$ cat config.mk
export PLATFORM = sky130hd
export DESIGN_NAME = plti_div
export DESIGN_NICKNAME = d
export VERILOG_FILES = /design/src/rtl/core/plti_pkg.sv /design/src/rtl/core/plti_div.sv
export SDC_FILE = /design/constraint.sdc
export NUM_CORES = 1
export LEC_CHECK = 0
export BUFFER_PORTS_ARGS = -buffer_cell sky130_fd_sc_hd__clkbuf_2
export CORE_ASPECT_RATIO = 1.1
export CORE_MARGIN = 3
export CORE_UTILIZATION = 27
export CTS_CLUSTER_SIZE = 24
export DETAILED_ROUTE_END_ITERATION = 16
export GPL_TIMING_DRIVEN = 0
export PLACE_DENSITY_LB_ADDON = 0.08
export SLEW_MARGIN = 20
export SYNTH_ARGS = -nofsm -noshare
export SYNTH_HDL_FRONTEND = slang
export SYNTH_SLANG_ARGS = --single-unit
$ cat constraint.sdc
create_clock -name clk -period 5.3 [get_ports clk]
set_clock_uncertainty 0.05 [all_clocks]
set_input_delay 0.53 -clock clk [delete_from_list [all_inputs] [get_ports clk]]
set_output_delay 0.53 -clock clk [all_outputs]
set_load 0.02 [all_outputs]
$ cat src/rtl/core/plti_pkg.sv
`timescale 1ns / 1ps
// ----------------------------------------------------------------------------
// plti_pkg
// Shared types and constants of the interpolation lookup table.
// ----------------------------------------------------------------------------
package plti_pkg;

  localparam int unsigned QW = 32;
  localparam int unsigned PW = 64;

  localparam logic [1:0] STATUS_OK   = 2'd0;
  localparam logic [1:0] STATUS_ZERO = 2'd1;
  localparam logic [1:0] STATUS_SAT  = 2'd2;

  localparam logic ACTION_LOAD  = 1'b0;
  localparam logic ACTION_QUERY = 1'b1;

  typedef struct packed {
    logic        load;
    logic        hit;
    logic [QW-1:0] time_v;
    logic [QW-1:0] value_v;
  } cell_cmd_t;

endpackage

$ cat src/rtl/core/plti_div.sv
`timescale 1ns / 1ps
// ----------------------------------------------------------------------------
// plti_div
// Restoring divider, one quotient bit per cycle, 64 by 32 bits.
// ----------------------------------------------------------------------------
module plti_div
  import plti_pkg::*;
(
  input  logic          clk,
  input  logic          rst_n,
  input  logic          start,
  input  logic [PW-1:0] dividend,
  input  logic [QW-1:0] divisor,
  output logic          done,
  output logic [PW-1:0] quotient
);

  logic [PW-1:0] quo_r, quo_nxt;
  logic [QW:0]   rem_r, rem_nxt;
  logic [QW-1:0] dsr_r, dsr_nxt;
  logic [6:0]    cnt_r, cnt_nxt;
  logic          busy_r, busy_nxt;
  logic          done_r, done_nxt;
  logic [QW:0]   trial;
  logic [QW+1:0] diff;

  always_comb begin
    trial    = {rem_r[QW-1:0], quo_r[PW-1]};
    diff     = {1'b0, trial} - {2'b00, dsr_r};
    quo_nxt  = quo_r;
    rem_nxt  = rem_r;
    dsr_nxt  = dsr_r;
    cnt_nxt  = cnt_r;
    busy_nxt = busy_r;
    done_nxt = 1'b0;
    if (start) begin
      quo_nxt  = dividend;
      rem_nxt  = '0;
      dsr_nxt  = divisor;
      cnt_nxt  = 7'(PW);
      busy_nxt = 1'b1;
    end else if (busy_r) begin
      if (!diff[QW+1]) begin
        rem_nxt = diff[QW:0];
        quo_nxt = {quo_r[PW-2:0], 1'b1};
      end else begin
        rem_nxt = trial;
        quo_nxt = {quo_r[PW-2:0], 1'b0};
      end
      cnt_nxt = cnt_r - 7'd1;
      if (cnt_r == 7'd1) begin
        busy_nxt = 1'b0;
        done_nxt = 1'b1;
      end
    end
  end

  always_ff @(posedge clk) begin
    if (!rst_n) begin
      busy_r <= 1'b0;
      done_r <= 1'b0;
      cnt_r  <= '0;
    end else begin
      busy_r <= busy_nxt;
      done_r <= done_nxt;
      cnt_r  <= cnt_nxt;
    end
    quo_r <= quo_nxt;
    rem_r <= rem_nxt;
    dsr_r <= dsr_nxt;
  end

  assign done     = done_r;
  assign quotient = quo_r;

endmodule

==> impl_metrics.toml <==
[setup_path]
critPathCaptureType = "flop"
worst_setup_path_start_kind = "flop"
slowest_delay_ps = 440
crit_buf_inv = 2
slowest_stage = "o311ai_0"
cp.required_ps = 5530
crit_fanout = 5
cp.arrival_ps = 3640
worstSetupPathType = "flop to flop"
path_delay_family = "compound AO/OA/AOI/OAI gates"
path_cells = "inv_1, ha_1, inv_1, fa_1, a211oi_1, nor2_1, o2111a_1, o2111a_1, o21ai_1, a21oi_1, o311ai_0, o22ai_1"

[timing]
fin_crit_sh_pct = 64.4
hold_viol = 0
rsz0062_at_grt = "false"
tightestPinTransition_ps = 991
slew_headroom_pct = 33.9
finalSetupViolCount = 0
min_period_ps = 3410
drv_slew = 0
holdWs_ps = 228
fin_tns_setup_ps = 0
clock.fmax_mhz = 293

[global_routing]
grtUsageMet1_pct = 19.3
grt_max_degree = 48
grt_use_met3_pct = 6.08
top_usage_layer = "met2"
gr-usage-met2_pct = 23.5
antenna_found_initial = 0
grt_pass1_wl_um = 34000
grt_pass1_vias = 6174
grt_usage_pct = 15.0
grt_overflow_total = 0

[floorplanning]
num_rows = 62
start_util_pct = 27.7
die_x_um = 163
die_y_um = 179
dieArea_um2 = 29100
core_area_um2 = 26400
ios = 164

[clocking]
clock-sinks = 137
cts_setup_buffers = 0
cts_buffer_depth = 2
cts_root_buf = "clkbuf_16"
cts_resized = 0
cts_tree = "built"
h-tree-depth = 4
clkTransAtPathRegs_ps = 70
postCtsHoldBufs = 0
clock_latency_ps = 420
cts_made_buffers = 17

[synth]
ys_seq_area_share_pct = 50.6
yosysTopAreaCellShare_pct = 39.4
async_reset_ff_share_pct = 0
syn_area_per_cell_um2 = 10.9
synth-seq-cells = 137
syn_inst = 671
synthTopCellsByArea = "edfxtp_1 (39%), dfxtp_1 (11%), mux2_2 (9.8%), ha_1 (5.8%), nand2_1 (3.6%)"
ys_warn_count = 0
syn_area_um2 = 7320
ys.flop_type = "edfxtp_1"
synth_edf_count = 96
synth_cell_type_count = 63
yosysTopAreaCell = "edfxtp_1"
synthesis.nets = 805

[finish]
final_common_cell = "clkbuf_2"
drive_above_1_share_pct = 32.0
final_cell_mix = "clkbuf_2 (163), edfxtp_1 (96), nand2_1 (70)"
insertedDiodeCount = 0
syn_to_final_growth_pct = 25.5
nNetsFinal = 988
nFillCells = 2776

[detailed_routing]
drt_wl_total_um = 20800
firstDrtPassIters = 5
vias = 5708
wire_per_inst_um = 17.1
viasPerCell = 4.69
ant_nets = 0
drc = 0
initialDrtViolationCount = 302

[power_and_ir_drop]
power_density_nw_per_um2 = 333
leakage_nw = 3.85
ir_worst_vdd_mv = 0.158

[placed_design]
port_buffers = 163
globalplace.congestion = 0.786
dp_hpwl_um = 15300

[run_status]
status = "complete, no violations"

[flow_run]
maxCapViolCount = 0

[worst_hold_path]
hold_class = "primary input to flop"
==> power by group <==
part | total (mW) | internal, mW | switching [mW]
combinational | 0.565 | 0.229 | 0.337
clock | 1.19 | 0.631 | 0.558
sequential | 1.30 | 1.25 | 0.0510
total | 3.06 | 2.11 | 0.945
==> path summary, 6_finish.rpt <==
| check | from | end | slack (ps) | cells after the start |
|---|---|---|---|---|
| setup / recovery | quotient[63]$_DFFE_PP_ | rem_r[26]$_SDFFE_PP0P_ | 1890 | 12 |
| hold / removal | divisor[24] | dsr_r[24]$_DFFE_PP_ | 230 | 1 |
| setup reg to reg | quotient[63]$_DFFE_PP_ | rem_r[26]$_SDFFE_PP0P_ | 1890 | 12 |
| hold reg to reg | rem_r[31]$_SDFFE_PP0P_ | rem_r[31]$_SDFFE_PP0P_ | 420 | 2 |
==> through the flow <==
stage	std cells	utilization, %	setup WS [ps]	power [mW]	area (µm²)
after floorplan	671	-	2330	1.70	7320
after global routing	1218	34.8	1610	3.24	9180
final	1218	34.8	1890	3.06	9180
after global placement	1186	32.5	517	1.90	8570
after detailed placement	1187	32.6	1950	1.90	8600
after CTS	1218	34.8	1920	3.12	9180
==> Yosys cell counts (2+ instances only) <==
cell        n
a211oi_1    5
a21boi_0    2
a21boi_1    2
a21o_1     14
a21oi_1    31
a2bb2oi_1   3
a311oi_1   21
a31oi_1     2
a32oi_1     2
and2_1      6
and3_1      6
buf_1       3
buf_2       8
clkbuf_1   20
dfxtp_1    41
edfxtp_1   96
ha_1       34
inv_1      44
mux2_2     64
mux2i_1     2
nand2_1    70
nand3_1    12
nand4_1     5
nand4b_1    2
nor2_1     50
nor2b_1     2
nor3_1      9
nor4_1      2
o2111a_1    2
o211ai_1    7
o21a_1      9
o21ai_0    17
o21ai_1     8
o21ai_2     2
o21bai_1    4
o22ai_1     6
o31a_1      2
or2_1       2
or3_1       6
or4_1       2
xnor2_1    13
xor2_1     12
==> area by class of cell <==
class	instances	area, µm²	area share [%]
inverters	44	168	1.83
flip-flops and latches	137	3700	40.3
well taps	352	440	4.80
repair buffers	164	843	9.19
clock inverters	14	151	1.65
clock buffers	17	425	4.63
plain buffers	32	134	1.46
multi-input cells	458	3310	36.1
==> logic make-up after synthesis <==
group,Yosys count,share of synthesized area [%]
AOI/OAI and AO/OA,152,14.8
buffers and inverters,76,4.09
and+or+nand+nor,179,11.1
DFF,137,50.6
muxes,67,10.3
adders and majority gates,35,6.09
xor gates and xnor gates,25,2.99
==> state kept, by name, summed over array words and instances, names as in the netlist <==
signal / cells
busy_r: 1
rem_r: 32
done: 1
cnt_r: 7
quotient: 64
dsr_r: 32
==> metal layers <==
metal / up-vias / routed length [µm] / share of wire, %
met5: - / 0 / 0
met1: 2668 / 9250 / 44
li1: 2851 / - / -
met4: 0 / 208 / 1.0
met3: 14 / 1950 / 9.4
met2: 175 / 9390 / 45
==> worst register-to-register path, delay by kind of cell, from the launching register on <==
kind,cells,cell delay [ps]
buffers and inverters,2,150
AO/OA/AOI/OAI,7,1990
adder cells (fa/ha/maj),2,590
flip-flops,1,390
AND/OR/NAND/NOR,1,110
No activity file was read; power rests on OpenSTA's default activity.
