`config.mk`:
```
export PLATFORM = sky130hd
export DESIGN_NAME = plti_cell
export DESIGN_NICKNAME = d
export VERILOG_FILES = /design/src/rtl/core/plti_pkg.sv /design/src/rtl/core/plti_cell.sv
export SDC_FILE = /design/constraint.sdc
export NUM_CORES = 1
export LEC_CHECK = 0
export ABC_AREA = 1
export BUFFER_PORTS_ARGS = -buffer_cell sky130_fd_sc_hd__buf_4
export CORE_ASPECT_RATIO = 0.7
export CORE_MARGIN = 2
export CORE_UTILIZATION = 24
export DETAILED_ROUTE_END_ITERATION = 10
export SYNTH_ARGS = -nofsm -noshare
export SYNTH_HDL_FRONTEND = slang
export SYNTH_SLANG_ARGS = --single-unit
```
`constraint.sdc`:
```
create_clock -name clk -period 0.8 [get_ports clk]
set_clock_uncertainty 0.15 [all_clocks]
set_input_delay 0.08 -clock clk [delete_from_list [all_inputs] [get_ports clk]]
set_output_delay 0.08 -clock clk [all_outputs]
set_load 0.01 [all_outputs]
```
`src/rtl/core/plti_pkg.sv`:
```
`timescale 1ns / 1ps
// ----------------------------------------------------------------------------
// plti_pkg
// Shared types and constants of the interpolation lookup table.
// ----------------------------------------------------------------------------
package plti_pkg;

  localparam int unsigned QW = 32;
  localparam int unsigned PW = 64;

  localparam logic [1:0] STATUS_OK   = 2'd0;
  localparam logic [1:0] STATUS_ZERO = 2'd1;
  localparam logic [1:0] STATUS_SAT  = 2'd2;

  localparam logic ACTION_LOAD  = 1'b0;
  localparam logic ACTION_QUERY = 1'b1;

  typedef struct packed {
    logic        load;
    logic        hit;
    logic [QW-1:0] time_v;
    logic [QW-1:0] value_v;
  } cell_cmd_t;

endpackage

```
`src/rtl/core/plti_cell.sv`:
```
`timescale 1ns / 1ps
// ----------------------------------------------------------------------------
// plti_cell
// One breakpoint cell: holds a time and a value and reports them on its outputs.
// ----------------------------------------------------------------------------
module plti_cell
  import plti_pkg::*;
(
  input  logic          clk,
  input  logic          wr_en,
  input  logic [QW-1:0] wr_time,
  input  logic [QW-1:0] wr_value,
  output logic [QW-1:0] time_o,
  output logic [QW-1:0] value_o
);

  logic [QW-1:0] time_r;
  logic [QW-1:0] value_r;

  always_ff @(posedge clk) begin
    if (wr_en) begin
      time_r  <= wr_time;
      value_r <= wr_value;
    end
  end

  assign time_o  = time_r;
  assign value_o = value_r;

endmodule

```
==> impl_metrics.yaml, run 1 <==
run_status:
  status: "finished, violations left"
  violations: "hold timing, setup timing"
detailed_routing:
  ant_nets: 0
  routed_wl_um: 4880
  first_iter_violations: 49
  wl_per_cell_um: 13.6
  first_pass_iters: 4
  drc: 0
  via_per_inst: 3.74
  detailroute.via_count: 1338
die:
  die_h_um: 78.9
  die-area_mm2: 0.00875
  ios: 130
  rows: 27
  die_w_um: 111
  initial_core_util: 0.246
  core_mm2: 0.00780
layout:
  final_cell_mix: "buf_4, edfxtp_1, buf_6, dlygate4sd3_1, clkbuf_16"
  area_growth_pct: 107
  final_cells: 358
  drive_above_1_share: 0.572
  antenna_cells: 0
  multi_input_cells: 0
  multi_input_area_um2: 0
  finalNetCount: 318
  final_common_cell: "buf_4"
synthesis:
  ys_ff_latch: 64
  synthDistinctLibCells: 1
  syn_avg_cell_area_um2: 30.0
  ys_warn_count: 0
  synth.area.top_cells: "edfxtp_1"
  netlist_area_mm2: 0.00192
  ys_seq_area_frac: 1.00
  synthCells: 64
  synth_nets: 130
  synth_top_area_frac: 1.00
  yosys.area.top_type: "edfxtp_1"
clock_network:
  clockRootBuffer: "clkbuf_16"
  cts_tree: "yes"
  ctsLongestPathBuffers: 2
  cts_setup_buffers: 0
  ctsHtreeMaxLevel: 3
  numCtsBuffers: 9
  clock-sinks: 64
  clk_pin_slew_ns: 0.05
sta:
  finalSetupViolCount: 108
  rsz0062_at_grt: "yes"
  fmax_mhz: 923
  worstMarginPinSlew_ns: 0.176
  holdWs_ns: -0.215
  min_period_ns: 1.08
  slew_violations: 0
  hold_viol_final: 22
  slew_headroom: 0.883
  setup_slack_ns: -0.283
  fin_crit_sh: 1.35
job:
  cap_violations: 0
power:
  power_leakage_nw: 1.65
  ir_drop_mv: 1.10
  powerDensity_mw_per_mm2: 2160
setup_path:
  worstPathArrival_ns: 0.85
  path_delay_family: "flip-flops"
  max_stage_delay_ns: 0.38
  worst_setup_path_end_kind: "output pin"
  cp_data_required_time_ns: 0.57
  crit_path_top_delay_cell: "edfxtp_1"
  start_kind: "flip-flop"
  worstPathCellList: "buf_4"
  path_depth: 1
  path_buf_inv: 1
  critPathMaxFanout: 1
  crit_type: "flip-flop to output pin"
place:
  io_buffers: 129
  gp_congestion: 0.708
  place_inst: 297
worst_hold_path:
  min-delay-start: "wr_time[4]"
  min_to: "time_o[4]"
  min_path_cells: 1
  min_path_type: "primary input to flip-flop"
global_routing:
  grt.overflow.total: 0
  grt_max_degree: 33
  grt_pass1_vias: 1312
  antenna_found_initial: 0
  track_usage: 0.111
  grt_pass1_wl_um: 6980
==> cells in the mapped netlist <==
master    instances
edfxtp_1         64
==> repair_timing <==
item / CTS / global route
resized for setup: 34 / 17
hold buffers: 19 / 33
endpoints found under the hold margin: 67 / 55
endpoints found under the setup margin: 64 / 71
==> layer usage <==
| layer | up-vias | GRT usage | share of wire |
|---|---|---|---|
| met5 | - | 0 | 0 |
| met2 | 73 | 0.172 | 0.49 |
| li1 | 635 | - | - |
| met3 | 7 | 0.0573 | 0.087 |
| met1 | 623 | 0.119 | 0.41 |
| met4 | 0 | 0.0750 | 0.019 |
==> metrics by stage <==
| stage | util | setup slack, ns | area, µm² | total power, W | setup TNS, ns |
|---|---|---|---|---|---|
| detailed placement | 0.393 | -0.0805 | 3060 | 0.00501 | -4.64 |
| global placement | 0.393 | -0.0782 | 3060 | 0.00499 | -4.47 |
| global route | 0.509 | -0.328 | 3970 | 0.00895 | -19.36 |
| finish | 0.509 | -0.283 | 3970 | 0.00858 | -17.25 |
| floorplan | - | 0.176 | 1920 | 0.00427 | 0 |
| CTS | 0.467 | -0.309 | 3650 | 0.00855 | -17.71 |
==> worst max path at each step <==
stage / startpoint / to / slack (ns)
floorplan: time_o[0] / time_o[0] / 0.18
global placement: wr_en / time_o[27] / -0.08
detailed placement: wr_en / time_o[19] / -0.08
CTS: value_o[16] / value_o[16] / -0.31
global route: value_o[16] / value_o[16] / -0.33
finish: value_o[16] / value_o[16] / -0.28
==> cell families after synthesis <==
kind of cell	count (synthesis)	share of synthesized area
flops	64	1.00
==> layout make-up <==
class	instances	area, µm²
tap	101	126
clock buffer	9	225
clock inverter	7	38.8
fill	647	3830
sequential	64	1920
timing repair buffer	177	1660
==> power by group <==
group	switching (W)	internal, W
combinational	0.000374	0.000777
clock	0.00127	0.00205
sequential	0.000108	0.00400
==> flip-flops by register name, summed over array words and instances, names as in the netlist <==
signal and cells:
value_o 32, time_o 32
Power figures use the tool's default switching activity.
==> inputs of run 2 (changes only) <==
--- a/config.mk
+++ b/config.mk
@@ -10,7 +10,9 @@
 export CORE_ASPECT_RATIO = 0.7
 export CORE_MARGIN = 2
 export CORE_UTILIZATION = 24
+export CTS_CLUSTER_SIZE = 25
 export DETAILED_ROUTE_END_ITERATION = 10
+export MAX_ROUTING_LAYER = met4
 export SYNTH_ARGS = -nofsm -noshare
 export SYNTH_HDL_FRONTEND = slang
 export SYNTH_SLANG_ARGS = --single-unit
==> run 2 against run 1 <==
Compared with the run above: the run still ends with hold timing, setup timing left; fmax is 2.3% lower; wire length up 0.92%; die area stayed put; hold slack lost 0.0020 ns; critical path depth is the same; global-route usage up 0.27 points; sequential share of layout area increased by 1.3 points; first-iteration DRC count fell by 16%; largest power group unchanged.
==> impl_metrics.yaml, run 2 (same netlist as run 1, synthesis figures left out) <==
setup_path:
  crit_path_top_delay_cell: "edfxtp_1"
  cp_data_required_time_ns: 0.57
  worstPathCellList: "buf_6"
  crit_type: "flip-flop to output pin"
  path_delay_family: "flip-flops"
  start_kind: "flip-flop"
  worstPathArrival_ns: 0.88
  worst_setup_path_end_kind: "output pin"
  path_buf_inv: 1
  max_stage_delay_ns: 0.41
  critPathMaxFanout: 1
layout:
  final_common_cell: "buf_4"
  ff_latch_area_mm2: 0.00192
  fill_cells: 665
  multi_input_area_um2: 0
  area_growth_pct: 101
  drive_above_1_share: 0.595
  final_core_util: 0.496
  multi_input_cells: 0
  antenna_cells: 0
  final_cell_mix: "buf_4, edfxtp_1, buf_6, dlygate4sd3_1, clkbuf_16"
  finalNetCount: 308
detailed_routing:
  via_per_inst: 3.80
  wl_per_cell_um: 14.2
  first_iter_violations: 41
  ant_nets: 0
  routed_wl_um: 4930
  detailroute.via_count: 1323
  first_pass_iters: 4
  drc: 0
power:
  p_comb_frac: 0.130
  seq_power_share: 0.479
  clkPwrFrac: 0.391
  powerDensity_mw_per_mm2: 2210
  ir_drop_mv: 1.12
  p_sw_frac: 0.207
  power.internal_w: 0.00680
  power_leakage_nw: 1.61
  switchingPower_w: 0.00177
sta:
  worstMarginPinSlew_ns: 0.174
  slew_headroom: 0.884
  finalSetupViolCount: 96
  setup_slack_ns: -0.308
  hold_viol_final: 32
  fmax_mhz: 902
  slew_violations: 0
  min_period_ns: 1.11
  rsz0062_at_grt: "yes"
  fin_crit_sh: 1.39
  holdWs_ns: -0.217
clock_network:
  cts_tree: "yes"
  clock-sinks: 64
  clk_pin_slew_ns: 0.05
  ctsHtreeMaxLevel: 3
  clockRootBuffer: "clkbuf_16"
  numCtsBuffers: 9
  ctsLongestPathBuffers: 2
  cts_setup_buffers: 0
global_routing:
  track_usage: 0.113
  antenna_found_initial: 0
  grt.overflow.total: 0
  grt_max_degree: 33
  grt_pass1_wl_um: 6970
  grt_pass1_vias: 1319
die:
  rows: 27
  die-area_mm2: 0.00875
  die_w_um: 111
  initial_core_util: 0.246
  core_mm2: 0.00780
  die_h_um: 78.9
  ios: 130
place:
  gp_congestion: 0.716
  io_buffers: 129
job:
  cap_violations: 0
run_status:
  violations: "hold timing, setup timing"
  status: "finished, violations left"
worst_hold_path:
  min_path_type: "primary input to flip-flop"
-- run 2: power by group through the flow --
stage | clock, W | sequential [W] | combinational (W)
2_1_floorplan | 0 | 0.00427 | 0
3_3_place_gp | 0 | 0.00412 | 0.000867
3_5_place_dp | 0 | 0.00413 | 0.000876
4_1_cts | 0.00343 | 0.00409 | 0.00103
5_1_grt | 0.00360 | 0.00413 | 0.00117
6_report | 0.00335 | 0.00411 | 0.00111
-- run 2: what timing repair did --
action	CTS	global route
gates resized for setup	34	17
setup endpoints to repair	64	74
endpoints found under the hold margin	67	58
hold buffers	19	26
cloned	0	0
-- run 2: per-layer routing --
| layer | vias to the layer above | GRT usage | share of wire |
|---|---|---|---|
| met5 | - | - | 0 |
| met4 | 0 | 0.0750 | 0.022 |
| met3 | 10 | 0.0527 | 0.086 |
| met2 | 81 | 0.172 | 0.49 |
| met1 | 616 | 0.120 | 0.41 |
| li1 | 616 | - | - |
-- run 2: final cells by class --
type	count	area share
clock buffers	9	0.0582
flip-flops and latches	64	0.497
clock inverters	7	0.0100
repair buffers	167	0.403
well taps	101	0.0327
-- run 2: worst paths after layout --
check | startpoint | endpoint | slack [ns] | cells past startpoint
worst min-delay path | wr_time[4] | time_o[4] | -0.22 | 1
worst max-delay path | time_o[14] | time_o[14] | -0.31 | 1
-- run 2: stage by stage --
stage / worst slack (ns) / instance area, µm² / std cells / TNS (ns) / power, W
2_1_floorplan: 0.176 / 1920 / 64 / 0 / 0.00427
3_3_place_gp: -0.0782 / 3060 / 297 / -4.47 / 0.00499
3_5_place_dp: -0.0805 / 3060 / 297 / -4.64 / 0.00501
4_1_cts: -0.309 / 3650 / 332 / -17.71 / 0.00855
5_1_grt: -0.326 / 3870 / 348 / -19.24 / 0.00891
6_report: -0.308 / 3870 / 348 / -17.29 / 0.00857
